--- config.mk ---
export PLATFORM = sky130hd
export DESIGN_NAME = geared_position_gain_scheduler_top
export DESIGN_NICKNAME = d
export VERILOG_FILES = /design/src/rtl/core/gpgs_pkg.sv /design/src/rtl/core/gpgs_sat.sv /design/src/rtl/core/gpgs_cfg.sv /design/src/rtl/core/gpgs_front.sv /design/src/rtl/core/gpgs_core.sv /design/src/rtl/core/geared_position_gain_scheduler_top.sv
export SDC_FILE = /design/constraint.sdc
export NUM_CORES = 2
export LEC_CHECK = 0
export BUFFER_PORTS_ARGS = -buffer_cell sky130_fd_sc_hd__buf_2
export CAP_MARGIN = 10
export CORE_AREA = 2 2 464 466
export CTS_CLUSTER_DIAMETER = 50
export DETAILED_ROUTE_END_ITERATION = 10
export DIE_AREA = 0 0 466 468
export PLACE_DENSITY = 0.61
export RECOVER_POWER = 50
export SYNTH_ARGS = -nofsm -noshare
export SYNTH_HDL_FRONTEND = slang
export SYNTH_HIERARCHICAL = 1
export SYNTH_SLANG_ARGS = --single-unit
--- constraint.sdc ---
create_clock -name clk_i -period 29.7 [get_ports clk_i]
set_input_delay 2.97 -clock clk_i [delete_from_list [all_inputs] [get_ports clk_i]]
set_output_delay 2.97 -clock clk_i [all_outputs]
set_load 0.02 [all_outputs]
--- src/rtl/core/gpgs_pkg.sv ---
// Shared types, codes and reset constants of the geared position gain scheduler.
// No dependencies.
package gpgs_pkg;

  localparam int unsigned ANGLE_BITS_DEFAULT = 32;

  typedef enum logic [1:0] {
    ACT_RUN        = 2'd0,
    ACT_HOLD       = 2'd1,
    ACT_STOP       = 2'd2,
    ACT_SET_TARGET = 2'd3
  } action_e;

  localparam int unsigned CFG_INDEX_BITS = 3;

  localparam logic [CFG_INDEX_BITS-1:0] CFG_FAR_ERR_LIMIT      = 3'd0;
  localparam logic [CFG_INDEX_BITS-1:0] CFG_NEAR_HYST          = 3'd1;
  localparam logic [CFG_INDEX_BITS-1:0] CFG_ARRIVE_POS_LIMIT   = 3'd2;
  localparam logic [CFG_INDEX_BITS-1:0] CFG_ARRIVE_SPEED_LIMIT = 3'd3;
  localparam logic [CFG_INDEX_BITS-1:0] CFG_ARRIVE_FRAMES      = 3'd4;
  localparam logic [CFG_INDEX_BITS-1:0] CFG_GEAR_RATIO         = 3'd5;
  localparam logic [CFG_INDEX_BITS-1:0] CFG_GEAR_RATIO_RECIP   = 3'd6;

  typedef struct packed {
    logic [30:0] far_err_limit;
    logic [30:0] near_hyst;
    logic [30:0] arrive_pos_limit;
    logic [30:0] arrive_speed_limit;
    logic [7:0]  arrive_frames;
    logic [15:0] gear_ratio;
    logic [15:0] gear_ratio_recip;
  } cfg_t;

  localparam cfg_t CFG_RESET = '{
    far_err_limit:      31'd19661,
    near_hyst:          31'd3277,
    arrive_pos_limit:   31'd5243,
    arrive_speed_limit: 31'd9830,
    arrive_frames:      8'd5,
    gear_ratio:         16'd1620,
    gear_ratio_recip:   16'd10354
  };

  // Control part of a transaction held in the input register.
  typedef struct packed {
    logic    valid;
    action_e action;
    logic    comm_ok;
  } item_ctl_t;

endpackage

--- src/rtl/core/gpgs_sat.sv ---
// Signed saturation from IW bits down to OW bits (IW >= OW).
// No dependencies.
module gpgs_sat #(
  parameter int unsigned IW = 33,
  parameter int unsigned OW = 32
) (
  input  logic [IW-1:0] in_i,
  output logic [OW-1:0] out_o
);

  logic [IW-OW:0] upper;
  logic           fits;

  assign upper = in_i[IW-1:OW-1];
  assign fits  = (&upper) | ~(|upper);
  assign out_o = fits ? in_i[OW-1:0] : {in_i[IW-1], {(OW-1){~in_i[IW-1]}}};

endmodule

--- src/rtl/core/gpgs_cfg.sv ---
// Configuration register file, written over a valid/ready channel.
// Depends on gpgs_pkg.
module gpgs_cfg (
  input  logic                                 clk_i,
  input  logic                                 rst_ni,
  input  logic                                 cfg_valid_i,
  input  logic [gpgs_pkg::CFG_INDEX_BITS-1:0]  cfg_index_i,
  input  logic [31:0]                          cfg_data_i,
  output logic                                 cfg_ready_o,
  output gpgs_pkg::cfg_t                       cfg_o
);

  gpgs_pkg::cfg_t cfg_q, cfg_d;

  assign cfg_ready_o = 1'b1;
  assign cfg_o       = cfg_q;

  always_comb begin
    cfg_d = cfg_q;
    if (cfg_valid_i) begin
      case (cfg_index_i)
        gpgs_pkg::CFG_FAR_ERR_LIMIT:      cfg_d.far_err_limit      = cfg_data_i[30:0];
        gpgs_pkg::CFG_NEAR_HYST:          cfg_d.near_hyst          = cfg_data_i[30:0];
        gpgs_pkg::CFG_ARRIVE_POS_LIMIT:   cfg_d.arrive_pos_limit   = cfg_data_i[30:0];
        gpgs_pkg::CFG_ARRIVE_SPEED_LIMIT: cfg_d.arrive_speed_limit = cfg_data_i[30:0];
        gpgs_pkg::CFG_ARRIVE_FRAMES:      cfg_d.arrive_frames      = cfg_data_i[7:0];
        gpgs_pkg::CFG_GEAR_RATIO:         cfg_d.gear_ratio         = cfg_data_i[15:0];
        gpgs_pkg::CFG_GEAR_RATIO_RECIP:   cfg_d.gear_ratio_recip   = cfg_data_i[15:0];
        default: ;
      endcase
    end
  end

  always_ff @(posedge clk_i or negedge rst_ni) begin
    if (!rst_ni) begin
      cfg_q <= gpgs_pkg::CFG_RESET;
    end else begin
      cfg_q <= cfg_d;
    end
  end

endmodule

--- src/rtl/core/gpgs_front.sv ---
// Input register: captures a transaction and the load-side scaling of the
// rotor angle and speed. Depends on gpgs_pkg and gpgs_sat.
module gpgs_front #(
  parameter int unsigned AngleBits = gpgs_pkg::ANGLE_BITS_DEFAULT
) (
  input  logic                      clk_i,
  input  logic                      rst_ni,
  input  logic                      load_i,
  input  logic                      in_valid_i,
  input  logic [1:0]                action_i,
  input  logic                      comm_ok_i,
  input  logic signed [31:0]        rotor_position_i,
  input  logic signed [31:0]        rotor_speed_i,
  input  logic signed [31:0]        new_target_i,
  input  logic [15:0]               recip_i,
  output gpgs_pkg::item_ctl_t       ctl_o,
  output logic signed [31:0]        rotor_position_o,
  output logic signed [31:0]        new_target_o,
  output logic signed [AngleBits-1:0] load_position_o,
  output logic signed [AngleBits-1:0] load_speed_o
);

  localparam int unsigned PW = (AngleBits > 32) ? AngleBits : 32;

  logic signed [48:0]          pos_prod, spd_prod;
  logic signed [31:0]          pos_shift, spd_shift;
  logic signed [PW-1:0]        pos_ext, spd_ext;
  logic [AngleBits-1:0]        pos_sat, spd_sat;

  logic                        vld_q;
  gpgs_pkg::action_e           action_q;
  logic                        ok_q;
  logic signed [31:0]          rpos_q, ntgt_q;
  logic signed [AngleBits-1:0] lpos_q, lspd_q;

  // Floor of x * recip / 2^16; the result always fits 32 bits.
  assign pos_prod  = rotor_position_i * $signed({1'b0, recip_i});
  assign spd_prod  = rotor_speed_i * $signed({1'b0, recip_i});
  assign pos_shift = pos_prod[47:16];
  assign spd_shift = spd_prod[47:16];
  assign pos_ext   = PW'(pos_shift);
  assign spd_ext   = PW'(spd_shift);

  gpgs_sat #(.IW(PW), .OW(AngleBits)) u_sat_pos (.in_i(pos_ext), .out_o(pos_sat));
  gpgs_sat #(.IW(PW), .OW(AngleBits)) u_sat_spd (.in_i(spd_ext), .out_o(spd_sat));

  always_ff @(posedge clk_i or negedge rst_ni) begin
    if (!rst_ni) begin
      vld_q <= 1'b0;
    end else if (load_i) begin
      vld_q <= in_valid_i;
    end
  end

  always_ff @(posedge clk_i) begin
    if (load_i && in_valid_i) begin
      action_q <= gpgs_pkg::action_e'(action_i);
      ok_q     <= comm_ok_i;
      rpos_q   <= rotor_position_i;
      ntgt_q   <= new_target_i;
      lpos_q   <= $signed(pos_sat);
      lspd_q   <= $signed(spd_sat);
    end
  end

  assign ctl_o.valid      = vld_q;
  assign ctl_o.action     = action_q;
  assign ctl_o.comm_ok    = ok_q;
  assign rotor_position_o = rpos_q;
  assign new_target_o     = ntgt_q;
  assign load_position_o  = lpos_q;
  assign load_speed_o     = lspd_q;

endmodule

--- src/rtl/core/gpgs_core.sv ---
// Scheduler state and its update: target, command, load values, gain flag
// and arrival counter. Depends on gpgs_pkg and gpgs_sat.
module gpgs_core #(
  parameter int unsigned AngleBits = gpgs_pkg::ANGLE_BITS_DEFAULT
) (
  input  logic                        clk_i,
  input  logic                        rst_ni,
  input  logic                        fire_i,
  input  gpgs_pkg::item_ctl_t         ctl_i,
  input  logic signed [31:0]          rotor_position_i,
  input  logic signed [31:0]          new_target_i,
  input  logic signed [AngleBits-1:0] load_position_i,
  input  logic signed [AngleBits-1:0] load_speed_i,
  input  gpgs_pkg::cfg_t              cfg_i,
  output logic                        status_o,
  output logic [31:0]                 rotor_command_o,
  output logic                        use_far_gain_o,
  output logic [31:0]                 target_position_o,
  output logic [31:0]                 load_position_o,
  output logic                        arrived_o
);

  localparam int unsigned PW = (AngleBits > 32) ? AngleBits : 32;
  localparam int unsigned CW = (AngleBits + 2 > 33) ? AngleBits + 2 : 33;
  localparam int unsigned MW = AngleBits + 17;

  logic signed [AngleBits-1:0] target_q, target_d;
  logic signed [AngleBits-1:0] command_q, command_d;
  logic signed [AngleBits-1:0] load_q, load_d;
  logic signed [AngleBits-1:0] speed_q, speed_d;
  logic                        approach_q, approach_d;
  logic [7:0]                  count_q, count_d;

  logic                        is_run, is_hold, is_stop, is_set, run_ok;
  logic signed [MW-1:0]        cmd_prod;
  logic [AngleBits+8:0]        cmd_shift;
  logic [AngleBits-1:0]        cmd_run, hold_cmd, set_tgt;
  logic signed [PW-1:0]        rpos_ext, ntgt_ext;
  logic signed [CW-1:0]        diff, err, spd_ext, spd_abs;
  logic signed [CW-1:0]        brake, near_lim, pos_lim, spd_lim;
  logic                        qualify;
  logic signed [PW-1:0]        cmd_out_ext, tgt_out_ext, load_out_ext;

  assign is_run  = (ctl_i.action == gpgs_pkg::ACT_RUN);
  assign is_hold = (ctl_i.action == gpgs_pkg::ACT_HOLD);
  assign is_stop = (ctl_i.action == gpgs_pkg::ACT_STOP);
  assign is_set  = (ctl_i.action == gpgs_pkg::ACT_SET_TARGET);
  assign run_ok  = is_run && ctl_i.comm_ok;

  // Rotor command: floor(target * ratio / 2^8), saturated.
  assign cmd_prod  = target_q * $signed({1'b0, cfg_i.gear_ratio});
  assign cmd_shift = cmd_prod[MW-1:8];
  gpgs_sat #(.IW(AngleBits + 9), .OW(AngleBits)) u_sat_cmd (
    .in_i(cmd_shift), .out_o(cmd_run)
  );

  assign rpos_ext = PW'(rotor_position_i);
  assign ntgt_ext = PW'(new_target_i);
  gpgs_sat #(.IW(PW), .OW(AngleBits)) u_sat_hold (.in_i(rpos_ext), .out_o(hold_cmd));
  gpgs_sat #(.IW(PW), .OW(AngleBits)) u_sat_set  (.in_i(ntgt_ext), .out_o(set_tgt));

  assign load_d  = run_ok ? load_position_i : load_q;
  assign speed_d = run_ok ? load_speed_i : speed_q;

  assign diff     = CW'(target_q) - CW'(load_d);
  assign err      = diff[CW-1] ? -diff : diff;
  assign spd_ext  = CW'(speed_d);
  assign spd_abs  = spd_ext[CW-1] ? -spd_ext : spd_ext;
  assign brake    = CW'({1'b0, cfg_i.far_err_limit});
  assign near_lim = brake - CW'({1'b0, cfg_i.near_hyst});
  assign pos_lim  = CW'({1'b0, cfg_i.arrive_pos_limit});
  assign spd_lim  = CW'({1'b0, cfg_i.arrive_speed_limit});
  assign qualify  = (err < pos_lim) && (spd_abs < spd_lim);

  always_comb begin
    approach_d = approach_q;
    if (run_ok) begin
      if (err > brake) begin
        approach_d = 1'b1;
      end else if (err < near_lim) begin
        approach_d = 1'b0;
      end
    end
  end

  always_comb begin
    count_d = count_q;
    if (is_run) begin
      if (!qualify) begin
        count_d = '0;
      end else if (count_q < cfg_i.arrive_frames) begin
        count_d = count_q + 8'd1;
      end
    end
  end

  always_comb begin
    target_d  = target_q;
    command_d = command_q;
    case (ctl_i.action)
      gpgs_pkg::ACT_RUN: begin
        if (ctl_i.comm_ok) begin
          command_d = $signed(cmd_run);
        end
      end
      gpgs_pkg::ACT_HOLD: begin
        if (ctl_i.comm_ok) begin
          command_d = $signed(hold_cmd);
          target_d  = load_position_i;
        end
      end
      gpgs_pkg::ACT_STOP: begin
        target_d  = '0;
        command_d = '0;
      end
      gpgs_pkg::ACT_SET_TARGET: begin
        target_d = $signed(set_tgt);
      end
      default: ;
    endcase
  end

  always_ff @(posedge clk_i or negedge rst_ni) begin
    if (!rst_ni) begin
      target_q   <= '0;
      command_q  <= '0;
      load_q     <= '0;
      speed_q    <= '0;
      approach_q <= 1'b1;
      count_q    <= '0;
    end else if (fire_i) begin
      target_q   <= target_d;
      command_q  <= command_d;
      load_q     <= load_d;
      speed_q    <= speed_d;
      approach_q <= approach_d;
      count_q    <= count_d;
    end
  end

  // Result values, angles saturated to 32 bits.
  assign cmd_out_ext  = PW'(command_d);
  assign tgt_out_ext  = PW'(target_d);
  assign load_out_ext = PW'(load_d);
  gpgs_sat #(.IW(PW), .OW(32)) u_sat_ocmd  (.in_i(cmd_out_ext),  .out_o(rotor_command_o));
  gpgs_sat #(.IW(PW), .OW(32)) u_sat_otgt  (.in_i(tgt_out_ext),  .out_o(target_position_o));
  gpgs_sat #(.IW(PW), .OW(32)) u_sat_oload (.in_i(load_out_ext), .out_o(load_position_o));

  assign status_o       = (is_run || is_hold) && !ctl_i.comm_ok && !is_stop && !is_set;
  assign use_far_gain_o = approach_d;
  assign arrived_o      = (count_d >= cfg_i.arrive_frames);

endmodule

--- src/rtl/core/geared_position_gain_scheduler_top.sv ---
// Top level of the geared position gain scheduler: handshake control and
// result register. Depends on gpgs_pkg, gpgs_cfg, gpgs_front, gpgs_core.
//
//   channel  handshake              payload
//   input    in_valid_i/in_stall_o  action, comm_ok, rotor_position/speed, new_target
//   result   out_valid_o/out_stall_i status, rotor_command, use_far_gain, target/load, arrived
//   config   cfg_valid_i/cfg_ready_o cfg_index_i, cfg_data_i
//
// One transaction per cycle while the result is not stalled; the input register holds the
// load-side products, the state update feeds the result register.
// Reset is asynchronous and clears state, configuration and valid flags.
// A result stalled at the output holds; the input register still takes one
// more transaction, then in_stall_o rises until the result is taken.
module geared_position_gain_scheduler_top #(
  parameter int unsigned AngleBits = gpgs_pkg::ANGLE_BITS_DEFAULT
) (
  input  logic                                clk_i,
  input  logic                                rst_ni,
  input  logic                                in_valid_i,
  output logic                                in_stall_o,
  input  logic [1:0]                          action_i,
  input  logic                                comm_ok_i,
  input  logic signed [31:0]                  rotor_position_i,
  input  logic signed [31:0]                  rotor_speed_i,
  input  logic signed [31:0]                  new_target_i,
  output logic                                out_valid_o,
  input  logic                                out_stall_i,
  output logic                                status_o,
  output logic signed [31:0]                  rotor_command_o,
  output logic                                use_far_gain_o,
  output logic signed [31:0]                  target_position_o,
  output logic signed [31:0]                  load_position_o,
  output logic                                arrived_o,
  input  logic                                cfg_valid_i,
  output logic                                cfg_ready_o,
  input  logic [gpgs_pkg::CFG_INDEX_BITS-1:0] cfg_index_i,
  input  logic [31:0]                         cfg_data_i
);

  gpgs_pkg::cfg_t              cfg;
  gpgs_pkg::item_ctl_t         ctl;
  logic signed [31:0]          rpos, ntgt;
  logic signed [AngleBits-1:0] lpos, lspd;

  logic        advance, front_load, fire;
  logic        res_status, res_far, res_arrived;
  logic [31:0] res_cmd, res_tgt, res_load;

  logic        out_vld_q, out_vld_d;
  logic        status_q, far_q, arrived_q;
  logic [31:0] cmd_q, tgt_q, load_q;

  assign advance    = !out_vld_q || !out_stall_i;
  assign front_load = !ctl.valid || advance;
  assign fire       = ctl.valid && advance;
  assign in_stall_o = !front_load;

  gpgs_cfg u_cfg (
    .clk_i       (clk_i),
    .rst_ni      (rst_ni),
    .cfg_valid_i (cfg_valid_i),
    .cfg_index_i (cfg_index_i),
    .cfg_data_i  (cfg_data_i),
    .cfg_ready_o (cfg_ready_o),
    .cfg_o       (cfg)
  );

  gpgs_front #(.AngleBits(AngleBits)) u_front (
    .clk_i            (clk_i),
    .rst_ni           (rst_ni),
    .load_i           (front_load),
    .in_valid_i       (in_valid_i),
    .action_i         (action_i),
    .comm_ok_i        (comm_ok_i),
    .rotor_position_i (rotor_position_i),
    .rotor_speed_i    (rotor_speed_i),
    .new_target_i     (new_target_i),
    .recip_i          (cfg.gear_ratio_recip),
    .ctl_o            (ctl),
    .rotor_position_o (rpos),
    .new_target_o     (ntgt),
    .load_position_o  (lpos),
    .load_speed_o     (lspd)
  );

  gpgs_core #(.AngleBits(AngleBits)) u_core (
    .clk_i             (clk_i),
    .rst_ni            (rst_ni),
    .fire_i            (fire),
    .ctl_i             (ctl),
    .rotor_position_i  (rpos),
    .new_target_i      (ntgt),
    .load_position_i   (lpos),
    .load_speed_i      (lspd),
    .cfg_i             (cfg),
    .status_o          (res_status),
    .rotor_command_o   (res_cmd),
    .use_far_gain_o    (res_far),
    .target_position_o (res_tgt),
    .load_position_o   (res_load),
    .arrived_o         (res_arrived)
  );

  assign out_vld_d = advance ? ctl.valid : out_vld_q;

  always_ff @(posedge clk_i or negedge rst_ni) begin
    if (!rst_ni) begin
      out_vld_q <= 1'b0;
    end else begin
      out_vld_q <= out_vld_d;
    end
  end

  always_ff @(posedge clk_i) begin
    if (fire) begin
      status_q  <= res_status;
      cmd_q     <= res_cmd;
      far_q     <= res_far;
      tgt_q     <= res_tgt;
      load_q    <= res_load;
      arrived_q <= res_arrived;
    end
  end

  assign out_valid_o       = out_vld_q;
  assign status_o          = status_q;
  assign rotor_command_o   = $signed(cmd_q);
  assign use_far_gain_o    = far_q;
  assign target_position_o = $signed(tgt_q);
  assign load_position_o   = $signed(load_q);
  assign arrived_o         = arrived_q;

endmodule

# Yosys cells after proc, flatten, opt, wreduce, memory -nomap -nowiden
# Cells that the tools add are included.
# word_totals
register_bits	533
# op_classes
add_sub_neg	5
multipliers	3
magnitude_cmp	6
n_eq_ne	9
n_mux	16
n_bitwise	3
reduce_logical	28
# op_table
op	n
$mux 32	6
$pmux 32 s3	2
$mul 32x17->48	2
$lt 34x32->1	2
$mux 34	2
$mul 32x17->49	1
$gt 34x32->1	1
$lt 34x34->1	1
$neg 32->34	1
$neg 34->34	1
$sub 32x32->33	1
$sub 31x31->32	1
$mux 8	3
$reduce_and 2->1	7
$reduce_and 10->1	1
$reduce_or 10->1	1
$eq 3x3->1 const B	3
$add 8x1->8 const B	1
$ge 8x8->1	1
$lt 8x8->1	1
$logic_and 1x1->1	7
$logic_not 1->1	7
$eq 3x2->1 const B	2
$eq 2x2->1 const B	2
other kinds (8)	13

# Depth between registers and ports, before layout
# depth
depth_word	11
depth_mapped	47
depth_no_buf	39

# Hierarchy
# The synthesis kept the hierarchy.
# by_module_without_submodules
mod	instances	cells_each	area_per_inst_um2	seq_area_each_um2
gpgs_front	1	4084	38764.7	3958.8
gpgs_core	1	4052	34209.1	3429.5
gpgs_cfg	1	353	6192.2	4157.7
geared_position_gain_scheduler_top	1	104	3029.2	2997.9
gpgs_sat at u_core.u_sat_hold ...	7	32	240.2	0.0
gpgs_sat at u_core.u_sat_cmd	1	118	917.1	0.0

# Worst setup path after synthesis
# Ideal clock, no wire load.
# synth_path
path_kind	register to register
startpoint	register u_front.action_q[0]
endpoint	register arrived_q (netlist: arrived_o), data pin
setup_time_ps	257
arrival_ps	9262
t_required_ps	29443
slack_ps	20181
path_stages_with_launch	45
n_path_buf	7
synth_period_minus_slack_ps	9519
cell_sequence	edfxtp_1 > nor3b_4 > buf_4 > clkbuf_1 > buf_1 > clkbuf_1 > buf_1 > mux2i_1 > ha_1 > clkbuf_1 > or3b_2 > a21oi_1 > or2_2 > nand3_1 > o21a_1 > o21ai_1 > xor2_1 > nor4_2 > [... 9 more ...] > a2111oi_0 > o2111ai_1 > a31oi_1 > o311a_1 > buf_2 > a21oi_4 > nand2b_1 > ha_1 > nand2b_1 > a21o_1 > a21oi_1 > nor2b_1 > o21ai_0 > nand2b_1 > a21oi_1 > nor2b_1 > o21ai_0 > nand2b_1
# synth_between
elab_chain_cells	11
elab_cells_between_ends	15
cone_classes	add/sub: 3; order compare: 3; mux: 6; reduce/logical: 3
# synth_rtl
item	line	rtl
start: declaration	gpgs_front.sv:31	gpgs_pkg::action_e action_q;
start signal: assignment	gpgs_front.sv:57	action_q <= gpgs_pkg::action_e'(action_i);
$logic_not 2->1 *	gpgs_core.sv:44	assign is_run = (ctl_i.action == gpgs_pkg::ACT_RUN);
$logic_and 1x1->1	gpgs_core.sv:48	assign run_ok = is_run && ctl_i.comm_ok;
$mux 32	gpgs_core.sv:62	assign load_d = run_ok ? load_position_i : load_q;
$sub 32x32->33	gpgs_core.sv:65	assign diff = CW'(target_q) - CW'(load_d);
$neg 34->34	gpgs_core.sv:66	assign err = diff[CW-1] ? -diff : diff;
$mux 34	gpgs_core.sv:66	
$lt 34x32->1	gpgs_core.sv:73	assign qualify = (err < pos_lim) && (spd_abs < spd_lim);
$logic_and 1x1->1	gpgs_core.sv:73	
$mux 8	gpgs_core.sv:89	if (!qualify) begin
$mux 8 *	gpgs_core.sv:88	if (is_run) begin
$ge 8x8->1 *	gpgs_core.sv:151	assign arrived_o = (count_d >= cfg_i.arrive_frames);
named net res_arrived	geared_position_gain_scheduler_top.sv:46	logic res_status, res_far, res_arrived;
end signal: assignment	geared_position_gain_scheduler_top.sv:121	arrived_q <= res_arrived;
end: declaration	geared_position_gain_scheduler_top.sv:50	logic status_q, far_q, arrived_q;
# The timed path passes the listed nets; every way through them passes the cells marked *.
# A chain may end at the register's enable or synchronous reset.

# Final worst setup path
# layout_path
startpoint	register u_front.ok_q
endpoint	register arrived_q (netlist: arrived_o), data pin
# layout_between
elab_chain_cells	10
elab_cells_between_ends	14
cone_classes	add/sub: 3; order compare: 3; mux: 6; reduce/logical: 2
# layout_rtl
item	line	rtl
start: declaration	gpgs_front.sv:32	logic ok_q;
start signal: assignment	gpgs_front.sv:58	ok_q <= comm_ok_i;
$logic_and 1x1->1 *	gpgs_core.sv:48	
$mux 32	gpgs_core.sv:62	
$sub 32x32->33	gpgs_core.sv:65	
$neg 34->34	gpgs_core.sv:66	
$mux 34	gpgs_core.sv:66	
$lt 34x32->1	gpgs_core.sv:73	
$logic_and 1x1->1 *	gpgs_core.sv:73	
$mux 8 *	gpgs_core.sv:89	
$mux 8 *	gpgs_core.sv:88	
$ge 8x8->1 *	gpgs_core.sv:151	
named net res_arrived	geared_position_gain_scheduler_top.sv:46	
# Marks and branches as above.

==> qor.txt <==
RR Endpoint -> arrived_o$_DFFE_PP_
Yosys top cell area share -> 0.343
Worst path max stage delay -> 2.65 ns
Slew Viols, Final -> 752
CP most frequent cell -> nand2b_1
worst r2r src -> u_front/ok_q$_DFFE_PP_
Synth warnings -> 6
Layout Nets -> 10800
dpl hpwl -> 188 mm
grt ovf -> 0
num rows -> 170
number of distinct library cells after synthesis -> 120
CTS Hold Bufs -> 0
DRT Pass-1 Iters -> 6
via count -> 60900
Resize count post-CTS -> 0
failing checks -> capacitance limit, slew limit
Worst Max-Slew Pin Slew -> 4.07 ns
Slew headroom -> -1.71
H-tree Lvls -> 3
Syn Std Cell Area -> 0.0848 mm2
# IOs -> 241
Initial Util -> 0.397
Yosys reg bits -> 533
Post-synth top cells -> inv_1 (1841), fa_1 (1452), nand2_1 (1159)
syn_nets -> 11100
Worst path slowest cell -> clkbuf_1
per-cell routed wire length -> 21.3 um
I/O Buffers -> 238
number of flops mapped to enable cells by yosys -> 230
gpl congestion -> 0.929
RSZ-0062 raised after global routing -> no
Setup Viol. Count Final -> 0
status -> complete, but fails checks
die area -> 0.218 mm2
Total Neg Setup Slack -> 0 ns
FF-to-FF path depth -> 36
Die Span Y -> 468 um
R2R Setup Slk -> 13.69 ns
dominant cells by area after synthesis -> fa_1 (34%), inv_1 (8.1%), edfxtp_1 (8.1%)
Setup CP Type -> register to register
Worst-Skew Late Latency -> 0.71 ns
critical-path maximum fanout -> 61
CORE AREA -> 0.213 mm2
hold endpoint -> u_cfg/cfg_o[114]$_DFFE_PN0P_
CP required -> 30.14 ns
sequential cell area fraction in the yosys report -> 0.172
Hold Path Cell Cnt -> 1
Synth async-reset ratio -> 0.568
layout cell share with drive strength beyond 1 -> 0.0892
Critical Path End Type -> register
fmax -> 62.4 MHz
Layout Skew -> 0.0609 ns
WL final -> 247 mm
clock transition at the registers of the reported paths -> 0.07 ns
DIE WIDTH -> 466 um
Cells after Synth -> 8935
initial antenna violation count -> 29
worst hold path type -> register to register
Vias/cell -> 5.25
# DRC -> 0
fin crit period -> 16.01 ns
TritonCTS clock tree -> done
startpoint types -> register
max-cap violations -> 17
initial drt markers -> 4557
cell accounting for the most synthesized area -> fa_1
vias in the first global route -> 64900
first-pass GRT wire length -> 385 mm
antenna-violating nets left -> 0
Sinks on Clock Net -> 533
setup repair bufs after CTS -> 0
most frequent cell after synthesis -> inv_1
clk root buf -> clkbuf_16
Post-Synthesis Mean Instance Area -> 9.49 um2
layout overhead on the synthesized area -> 5.18%
Main synth FF type -> dfrtp_1
CP arrival -> 16.46 ns
TritonCTS buffer count -> 71
largest net degree at the start of global routing -> 88
HP Start -> u_cfg/cfg_o[114]$_DFFE_PN0P_
Fin. Hold Viols -> 0
final worst-path cycle share -> 0.539
gr usage total -> 0.230
clock tree buffer depth -> 3
cells by family (layout without fill, tap and decap cells):
family	count (synthesis)	after routing	synth area share
XOR/XNOR	237	237	0.0246
AO/OA/AOI/OAI	907	907	0.0741
buffers and inverters	2483	2300	0.121
multiplexers	352	352	0.0453
other	2	9	0.0000886
flip-flops	533	533	0.172
adder cells (fa/ha/maj)	1993	1993	0.423
AND/OR/NAND/NOR	2428	2428	0.140
worst max-delay path: cells and delay by family (launching register included):
family	cells	cell delay, ns
buf+inv	3	5.74
simple gates	12	2.86
xor+xnor	2	0.95
fa+ha+maj	2	0.59
flops	1	0.32
mux	1	0.80
compound gates	16	4.45
flip-flops by register name, indices dropped and copies added, names as in the netlist:
register                  count
u_core/command_q             32
u_front/ok_q                  1
use_far_gain_o                1
u_core/approach_q             1
status_o                      1
u_front/load_speed_o         32
u_core/speed_q               32
u_core/target_q              32
arrived_o                     1
u_front/rotor_position_o     32
u_cfg/cfg_o                 164
load_position_o              32
rotor_command_o              32
u_core/count_q                8
u_front/new_target_o         32
u_front/load_position_o      32
target_position_o            32
u_front/action_q              2
u_core/load_q                32
out_valid_o                   1
u_front/vld_q                 1
routing by layer:
layer | global-route usage | vias up | wire length, um
met2 | 0.373 | 2049 | 115000
met4 | 0.0885 | 18 | 10100
met3 | 0.0361 | 406 | 16700
li1 | - | 26900 | -
met1 | 0.308 | 31500 | 105000
met5 | 0.00417 | - | 249
cell usage in the layout, fill, tap and decap left out, types with 47 or more instances in the layout:
cell	count
and2_1	657
inv_1	1841
mux2_2	248
o21ai_0	167
buf_2	199
xnor2_1	163
a21o_1	118
buf_4	66
a21oi_1	252
nor2_1	198
clkbuf_16	72
xor2_1	73
dfrtp_1	249
edfxtp_1	230
nand2_1	1159
fa_1	1452
ha_1	540
nor2b_1	71
clkbuf_1	68
mux2i_1	97
nor3_1	76
nand4_1	47
metrics by stage:
| stage | hold slack, ns | setup slack (ns) | instance area, um2 | instances | util |
|---|---|---|---|---|---|
| 2_1_floorplan | 0.458 | 20.18 | 84800 | 8935 | - |
| 3_3_place_gp | 0.473 | 18.64 | 86900 | 11500 | 0.407 |
| 3_5_place_dp | 0.475 | 18.50 | 86900 | 11500 | 0.407 |
| 4_1_cts | 0.489 | 18.43 | 89300 | 11600 | 0.419 |
| 5_1_grt | 0.517 | 12.69 | 89200 | 11600 | 0.418 |
| 6_report | 0.488 | 13.69 | 89200 | 11600 | 0.418 |
how the worst max path moves through the flow:
| stage | start | end | slack [ns] | depth (start not counted) |
|---|---|---|---|---|
| 6_report | u_front/ok_q$_DFFE_PP_ | arrived_o$_DFFE_PP_ | 13.69 | 36 |
| 3_5_place_dp | u_front/ok_q$_DFFE_PP_ | arrived_o$_DFFE_PP_ | 18.50 | 39 |
| 5_1_grt | u_front/ok_q$_DFFE_PP_ | arrived_o$_DFFE_PP_ | 12.69 | 36 |
| 2_1_floorplan | u_front/action_q[0]$_DFFE_PP_ | arrived_o$_DFFE_PP_ | 20.18 | 44 |
| 3_3_place_gp | u_front/ok_q$_DFFE_PP_ | arrived_o$_DFFE_PP_ | 18.64 | 39 |
| 4_1_cts | u_front/ok_q$_DFFE_PP_ | arrived_o$_DFFE_PP_ | 18.43 | 39 |
area by class of cell:
type	count	area, um2
multi-input combinational	5919	60000
clock inverter	51	616
antenna	7	17.5
clock buffer	81	1860
timing repair buffer	326	1720
fill	20600	124000
inverter	1842	6910
tap	2838	3550
sequential	533	14600
Power is left out: the tool's default activity adds up to more than one toggle a clock period on the data nets, which glitch-free logic cannot reach.
